--- config.mk ---
export PLATFORM = sky130hd
export DESIGN_NAME = mcv_mix
export DESIGN_NICKNAME = d
export VERILOG_FILES = /design/src/mcv_pkg.sv /design/src/mcv_mix.sv
export SDC_FILE = /design/constraint.sdc
export NUM_CORES = 1
export LEC_CHECK = 0
export ABC_AREA = 1
export BUFFER_PORTS_ARGS = -buffer_cell sky130_fd_sc_hd__buf_2
export CAP_MARGIN = 25
export CORE_MARGIN = 1
export CORE_UTILIZATION = 58
export DETAILED_ROUTE_END_ITERATION = 16
export PLACE_DENSITY_LB_ADDON = 0.12
export SYNTH_ARGS = -nofsm -noshare
export SYNTH_HDL_FRONTEND = slang
export SYNTH_SLANG_ARGS = --single-unit
export TNS_END_PERCENT = 100
--- constraint.sdc ---
create_clock -name vclk -period 2.7
set_input_delay 0.27 -clock vclk [all_inputs]
set_output_delay 0.27 -clock vclk [all_outputs]
set_load 0.01 [all_outputs]
--- src/mcv_pkg.sv ---
// shared types and constants of the mecanum chassis velocity controller
package mcv_pkg;

  localparam int WHEELS    = 4;
  localparam int CMD_W     = 11;
  localparam int SPD_W     = 16;
  localparam int DRV_W     = 16;
  localparam int TGT_W     = 13;
  localparam int GAIN_W    = 16;
  localparam int POL_W     = 2;
  localparam int LIM_W     = 15;
  localparam int CFG_AW    = 3;
  localparam int CFG_DW    = 16;

  // lane pipeline depth and the stage that owns the per-wheel state
  localparam int NSTG      = 11;
  localparam int STATE_STG = 5;

  localparam logic [CFG_AW-1:0] REG_GAIN_P      = 3'd0;
  localparam logic [CFG_AW-1:0] REG_GAIN_I      = 3'd1;
  localparam logic [CFG_AW-1:0] REG_GAIN_D      = 3'd2;
  localparam logic [CFG_AW-1:0] REG_POLARITY    = 3'd3;
  localparam logic [CFG_AW-1:0] REG_DRIVE_LIMIT = 3'd4;

  typedef logic signed [TGT_W-1:0] tgt_t;
  typedef logic signed [SPD_W-1:0] spd_t;
  typedef logic signed [DRV_W-1:0] drv_t;

  typedef struct packed {
    logic signed [GAIN_W-1:0] gain_p;
    logic signed [GAIN_W-1:0] gain_i;
    logic signed [GAIN_W-1:0] gain_d;
    logic signed [POL_W-1:0]  polarity;
    logic [LIM_W-1:0]         drive_limit;
  } cfg_t;

  typedef struct packed {
    logic [NSTG-1:0] adv;
    logic            upd;
  } ctl_t;

endpackage

--- src/mcv_mix.sv ---
// mecanum mixing of drive, strafe and rotate into four wheel targets
module mcv_mix import mcv_pkg::*; (
  input  logic signed [CMD_W-1:0] drive_cmd,
  input  logic signed [CMD_W-1:0] strafe_cmd,
  input  logic signed [CMD_W-1:0] rotate_cmd,
  output tgt_t                    tgt [WHEELS]
);

  tgt_t d;
  tgt_t s;
  tgt_t r;

  always_comb begin
    d = TGT_W'(drive_cmd);
    s = TGT_W'(strafe_cmd);
    r = TGT_W'(rotate_cmd);
    tgt[0] = d + s + r;
    tgt[1] = d - s + r;
    tgt[2] = r - d - s;
    tgt[3] = s + r - d;
  end

endmodule

==> results.ini, run 1 <==
[yosys]
ys_types = 31
yosys.area.top_type_share_pct = 23.68
synth_most_common_cell = inv_1
synth_commonest_cells = inv_1, nand2_1, fa_1, ha_1, nand3_1
synth_area_mm2 = 0.003804
synthMuxAreaShare_pct = 0
synth_top_family_by_area = adder cells
synth_compound_area_share_pct = 7.796
synth_area_leaders = fa_1, ha_1, inv_1, nand2_1, nand3_1
synth-xor-area-share_pct = 7.105
synth-adder-area-share_pct = 38.49
ys_warn_count = 0
synthesis.nets = 704
synth-seq-area-share_pct = 0
avgSynthCellArea_um2 = 6.547
post-synth-top-area-cell = fa_1
syn_inst = 581
synthSimpleGateAreaFrac_pct = 31.05

[power]
peakVddDrop_v = 0.0003413
p_int_mw = 0.8823
p_comb_share_pct = 100.0
pwr_density_cell_mw_per_mm2 = 458.9
switching_share_pct = 59.12
p_clk_share_pct = 0
seqPwrFrac_pct = 0
power_leakage_nw = 2.797
p_total_mw = 2.158
p_switching_mw = 1.276

[sta]
setup_slack_ns = 0.08354
rsz0062_at_grt = true
slew_violations = 0
max_freq_ghz = 0.3822
finalCritPeriodShare_pct = 96.91
fin_setup_tns_ns = 0
hold_viol = 0
post-route-min-period_ns = 2.616
setup_violations = 0
tightest_slew_ns = 0.2802
slew_headroom_pct = 81.12

[route]
drtIter0Drc = 151
final_antenna_net_count = 0
drt_wl_total_mm = 10.55
first_pass_iters = 5
wire_per_inst_um = 13.72
met1_length_mm = 4.551
vias_per_cell = 5.168
top_layer = met4
vias = 3974
wl_met2_mm = 5.427
met3WireLength_um = 404
drc = 0

[layout]
num-nets-final = 817
clock_buffers = 0
ff_latch_area_um2 = 0
drive_gt1_share_pct = 26.16
area_growth_syn_to_layout_pct = 23.65
antennaDiodeCount = 0
utilization_pct = 74.07
post-route-cell-area_mm2 = 0.004703
seq_cells = 0

[floorplanning]
rows = 29
die_w_um = 82.98
ioPinCount = 85
initial_core_util_pct = 59.90
dieArea_mm2 = 0.006886
coreArea_mm2 = 0.006350
die_h_um = 82.98

[setup_path]
cp.required_ns = 2.43
cp_cell_sequence = clkbuf_4 > inv_2 > fa_1 > buf_4 > ha_2 > nand3_1 > nand2_1 > inv_1 > nand2_2 > nand2_1 > nand3_1 > xor2_1 > buf_2
cp-start-kind = input port
arrival_ns = 2.35
path_buf_inv = 5
cp_top_family = adder cells
worst-path-max-fanout = 5
critical-path-max-stage-delay_ns = 0.51
worstSetupPathType = input port to output pin
critPathSlowestCell = fa_1
end_kind = output pin

[global_route]
grt_overflow = 0
grt_max_degree = 8
track_usage_pct = 29.20
grt_antenna_before_repair = 0
grt_pass1_vias = 3881
grt_pass1_wl_mm = 16.82

[placement]
gp_congestion = 0.9130
dpl.hpwl_mm = 9.021
pre_cts_ws_ns = 0.04472
placed_cell_area_mm2 = 0.004509
port_buffers = 85

[flow_run]
cap_violations = 0

[outcome]
status = finished, final reports clean

[worst_hold_path]
hold_class = input port to output pin

[clocking]
postCtsHoldBufs = 0

-- cell type report --
type                            count  area (um^2)
Fill cell                         537         1647
Inverter                          150        565.5
Multi-Input combinational cell    428         3396
Tap cell                           77        96.34
Timing Repair Buffer              114        645.6
-- layout by cell type (no fill, tap or decap), types with 3 or more instances in the layout --
master    Yosys  routed
a21oi_1      16      13
fa_2          0       4
fa_1         45      41
xor2_1       19      19
a31oi_1       9       7
xnor2_1      10      10
inv_2         2       8
ha_4          0       8
ha_2          0       6
nand4_1      14      14
nor3_2        0       4
o21ai_0      10       7
nor2_1       33      31
o21bai_1      6       6
nor2_2        2       4
nand2_4       5       5
o21ai_1       3       6
nand2_1     140     136
a21oi_2       0       3
nand3_2       7       7
nand2_2       7      11
buf_4         2      29
buf_2         0      84
nand3_1      41      41
ha_1         45      31
inv_1       147     141
-- kinds of logic after synthesis --
logic type,Yosys count
fa+ha+maj,90
xor+xnor,30
compound gates,50
simple gates,258
buf+inv,153
-- worst paths after layout --
path,start,to,slack (ns),cells after the start
max,strafe_cmd[3],tgt[34],0.08,13
min,rotate_cmd[1],tgt[13],0.98,4
-- layer usage --
metal	GRT usage, %	vias up
met1	36.78	1864
met2	56.48	114
met3	1.988	18
li1	-	1978
met4	1.881	0
met5	0	-
-- what timing repair did --
item	CTS	global route
setup buffers	0	1
gates resized for setup	0	45
endpoints found under the hold margin	0	0
setup endpoints to repair	0	22
-- per-stage QoR --
step / hold WS (ns) / cells
global placement: 0.9462 / 768
detailed placement: 0.9670 / 768
floorplan: 0.6201 / 581
global route: 0.9923 / 769
CTS: 0.9687 / 768
finish: 0.9793 / 769
-- power by group through the flow --
stage	combinational [mW]	clock (mW)	sequential, mW
floorplan	1.35	0	0
global placement	1.99	0	0
detailed placement	2.02	0	0
CTS	2.03	0	0
global route	2.37	0	0
finish	2.16	0	0
No activity file was read; power rests on OpenSTA's default activity.
==> inputs of run 2 (changes only) <==
==> constraint.sdc (replaced) <==
create_clock -name vclk -period 2.55
set_input_delay 0.255 -clock vclk [all_inputs]
set_output_delay 0.255 -clock vclk [all_outputs]
set_load 0.01 [all_outputs]
==> results.ini, run 2 (synthesized netlist as in run 1, its figures left out) <==
[layout]
post-route-cell-area_mm2 = 0.005239
num-nets-final = 857
clock_buffers = 0
ff_latch_area_um2 = 0
antennaDiodeCount = 0
layout_commonest_cell = nand2_1
area_growth_syn_to_layout_pct = 37.73
drive_gt1_share_pct = 37.70
layout_common_cells = nand2_1, inv_1, buf_2
seq_cells = 0
final_cells = 809

[sta]
slew_violations = 0
setup_slack_ns = -0.04405
max_freq_ghz = 0.3855
slew_headroom_pct = 81.39
setup_violations = 1
finalCritPeriodShare_pct = 101.7
holdWs_ns = 0.9227
post-route-min-period_ns = 2.594
tightest_slew_ns = 0.2792
rsz0062_at_grt = true
hold_viol = 0

[setup_path]
cp_cell_sequence = buf_2 > inv_2 > fa_2 > inv_4 > ha_1 > nand3_1 > nand2_2 > inv_1 > o21ai_2 > nand2_1 > nand2_1 > nand2_1 > nand2_1 > buf_2
cp_top_family = adder cells
critPathSlowestCell = fa_2
cp.required_ns = 2.30
crit_top_cell = nand2_1
cp-start-kind = input port
path_buf_inv = 5
worstSetupPathType = input port to output pin
arrival_ns = 2.34
end_kind = output pin
critical-path-max-stage-delay_ns = 0.56
worst-path-max-fanout = 5

[floorplanning]
die_h_um = 82.98
die_w_um = 82.98
dieArea_mm2 = 0.006886
rows = 29
initial_core_util_pct = 59.90
coreArea_mm2 = 0.006350
ioPinCount = 85

[route]
drtIter0Drc = 188
final_antenna_net_count = 0
vias_per_cell = 5.235
drt_wl_total_mm = 11.42
vias = 4235
drc = 0
first_pass_iters = 5
wire_per_inst_um = 14.11

[outcome]
status = finished with violations
violations = setup timing

[global_route]
grt_antenna_before_repair = 0
grt_pass1_wl_mm = 17.43
use_met2_pct = 56.93
grt.busiest_layer = met2
use_met1_pct = 37.39
grtUsageMet3_pct = 0.6958
grt_pass1_vias = 4093
grt_overflow = 0
grt_max_degree = 8
track_usage_pct = 29.93

[power]
peakVddDrop_v = 0.0003709
pwr_density_cell_mw_per_mm2 = 492.8
power_leakage_nw = 3.001

[placement]
placed_cell_area_mm2 = 0.004765
gp_congestion = 0.9474
port_buffers = 85
dpl.hpwl_mm = 9.093
dp.cells = 802

[flow_run]
cap_violations = 0

[worst_hold_path]
hold_class = input port to output pin

[clocking]
postCtsHoldBufs = 0

run 2: layer usage:
layer  up-vias  share of wire, %
met3        24               3.5
met2       147                52
met5         -                 0
met4         0               2.8
li1       2065                 -
met1      1999                42
run 2: repair_timing:
| action | CTS | global route |
|---|---|---|
| gates resized for setup | 6 | 105 |
| buffers inserted | 1 | 6 |
| setup endpoints to repair | 10 | 31 |
| cloned | 0 | 0 |
| pin swaps | 2 | 26 |
run 2: power by group:
part	internal [mW]	leakage [nW]	switching [mW]
Clock	0	0	0
Combinational	1.12	3.00	1.46
Sequential	0	0	0
Total	1.12	3.00	1.46
run 2: final timing paths:
path / startpoint / endpoint / slack [ns] / depth (start not counted)
setup / recovery: strafe_cmd[2] / tgt[49] / -0.04 / 14
hold / removal: rotate_cmd[1] / tgt[13] / 0.92 / 4
run 2: cell type report:
cell class,count,area [um^2]
fill,404,1111
timing repair buffer,154,963.4
tap,77,96.34
inverter,150,568.0
multi-input combinational,428,3611
run 2: stage by stage:
stage | total power, mW | TNS [ns] | utilization, % | setup slack (ns)
finish | 2.582 | -0.04405 | 82.50 | -0.04405
global route | 2.814 | -0.5133 | 82.50 | -0.1248
CTS | 2.262 | 0 | 75.37 | 0.001472
detailed placement | 2.235 | -0.1748 | 75.03 | -0.05236
global placement | 2.190 | -0.02721 | 75.03 | -0.01511
floorplan | 1.427 | 0 | - | 0.1533
==> inputs of run 3 (changes only) <==
--- a/config.mk
+++ b/config.mk
@@ -6,11 +6,11 @@
 export NUM_CORES = 1
 export LEC_CHECK = 0
 export ABC_AREA = 1
-export BUFFER_PORTS_ARGS = -buffer_cell sky130_fd_sc_hd__buf_2
 export CAP_MARGIN = 25
 export CORE_MARGIN = 1
 export CORE_UTILIZATION = 58
 export DETAILED_ROUTE_END_ITERATION = 16
+export DONT_BUFFER_PORTS = 1
 export PLACE_DENSITY_LB_ADDON = 0.12
 export SYNTH_ARGS = -nofsm -noshare
 export SYNTH_HDL_FRONTEND = slang
==> constraint.sdc (replaced) <==
create_clock -name vclk -period 2.4
set_input_delay 0.24 -clock vclk [all_inputs]
set_output_delay 0.24 -clock vclk [all_outputs]
set_load 0.01 [all_outputs]
==> results.ini, run 3 (synthesized netlist as in run 1, its figures left out) <==
[outcome]
status = finished, final reports clean

[worst_hold_path]
holdPathEnd = tgt[13]
hold_class = input port to output pin
holdPathStages = 1
min_from = rotate_cmd[1]

[setup_path]
cp.required_ns = 2.16
cp_cell_sequence = inv_1 > fa_1 > inv_1 > ha_1 > a31oi_1 > nand2_1 > nor2_1 > xnor2_1
arrival_ns = 2.06
crit_top_cell = inv_1
critical-path-max-stage-delay_ns = 0.59
cp-start-kind = input port
worst-path-max-fanout = 4
critPathSlowestCell = fa_1
worstSetupPathType = input port to output pin
end_kind = output pin

[placement]
port_buffers = 0
dpl.hpwl_mm = 8.445
gp_congestion = 0.9394

[layout]
num-nets-final = 750
clock_buffers = 0
antennaDiodeCount = 0
seq_cells = 0
layout_commonest_cell = inv_1
drive_gt1_share_pct = 19.52
area_growth_syn_to_layout_pct = 17.30
layout_common_cells = inv_1, nand2_1, buf_4
nFillCells = 580
multi_input_area_mm2 = 0.003436
utilization_pct = 70.27
ff_latch_area_um2 = 0

[power]
p_comb_share_pct = 100.0
p_clk_share_pct = 0
power_leakage_nw = 2.554
p_int_mw = 0.8841
p_switching_mw = 1.334
switching_share_pct = 60.14
peakVddDrop_v = 0.0003090
seqPwrFrac_pct = 0
pwr_density_cell_mw_per_mm2 = 497.2

[route]
met1_length_mm = 4.167
top_layer = met4
wl_met2_mm = 4.855
drt_wl_total_mm = 9.564
vias = 3681
wire_per_inst_um = 13.62
final_antenna_net_count = 0
drc = 0
first_pass_iters = 5
drtIter0Drc = 162
met3WireLength_um = 421
vias_per_cell = 5.244

[global_route]
grt_overflow = 0
grt_pass1_wl_mm = 16.15
grt_antenna_before_repair = 0
track_usage_pct = 27.67
grt_pass1_vias = 3690
grt_max_degree = 8

[flow_run]
cap_violations = 0

[floorplanning]
coreArea_mm2 = 0.006350
die_h_um = 82.98
die_w_um = 82.98
dieArea_mm2 = 0.006886
ioPinCount = 85
rows = 29
initial_core_util_pct = 59.90

[sta]
holdWs_ns = 0.5675
slew_headroom_pct = 77.44
hold_viol = 0
rsz0062_at_grt = true
slew_violations = 0
tightest_slew_ns = 0.3348
max_freq_ghz = 0.4339
finalCritPeriodShare_pct = 96.03
setup_violations = 0
post-route-min-period_ns = 2.305

## run 3: cell types whose count changed in the layout (fill, tap and decap cells not counted), sizes merged
cell  change
buf     -107
## run 3: how the worst max path moves through the flow
stage / start / to / cells past startpoint
detailed placement: drive_cmd[10] / tgt[51] / 10
CTS: drive_cmd[1] / tgt[8] / 12
finish: rotate_cmd[6] / tgt[20] / 8
global route: strafe_cmd[3] / tgt[8] / 11
global placement: drive_cmd[10] / tgt[51] / 10
floorplan: drive_cmd[1] / tgt[48] / 10
## run 3: routing by layer
| metal | global-route usage [%] | vias up |
|---|---|---|
| met5 | 0 | - |
| met4 | 2.351 | 0 |
| met3 | 2.386 | 8 |
| met2 | 50.97 | 94 |
| met1 | 36.50 | 1728 |
| li1 | - | 1851 |
## run 3: metrics by stage
stage                     power [mW]  worst slack (ns)  setup TNS, ns  cells  cell area, um^2
after floorplan                1.516           0.03333              0    581             3804
after global placement         2.034          -0.02219       -0.04203    701             4219
after detailed placement       2.056           -0.1422        -0.2474    701             4219
after CTS                      2.075          0.003402              0    701             4232
after global routing           2.460          -0.01115       -0.01675    702             4462
final                          2.218           0.09529              0    702             4462
## run 3: worst max-delay path: cells and delay by family
kind | cells | cell delay [ns]
adder cells (fa/ha/maj) | 2 | 0.92
AO/OA/AOI/OAI | 1 | 0.26
buffers and inverters | 2 | 0.20
AND/OR/NAND/NOR | 2 | 0.27
XOR/XNOR | 1 | 0.18
## run 3: area by class of cell
class / count / share of cell area, %
tap: 77 / 2.159
inverter: 150 / 12.84
timing repair buffer: 47 / 7.992
multi-input combinational: 428 / 77.01
## run 3: timing repair
| item | 4_1_cts | 5_1_grt |
|---|---|---|
| endpoints found under the setup margin | 4 | 22 |
| hold buffers | 0 | 0 |
| setup buffers | 0 | 1 |
| pin swaps | 0 | 12 |
| resized for setup | 4 | 54 |
## run 3: power groups by stage
stage / combinational, mW / clock [mW] / sequential [mW]
finish: 2.22 / 0 / 0
global route: 2.46 / 0 / 0
CTS: 2.07 / 0 / 0
floorplan: 1.52 / 0 / 0
global placement: 2.03 / 0 / 0
detailed placement: 2.06 / 0 / 0
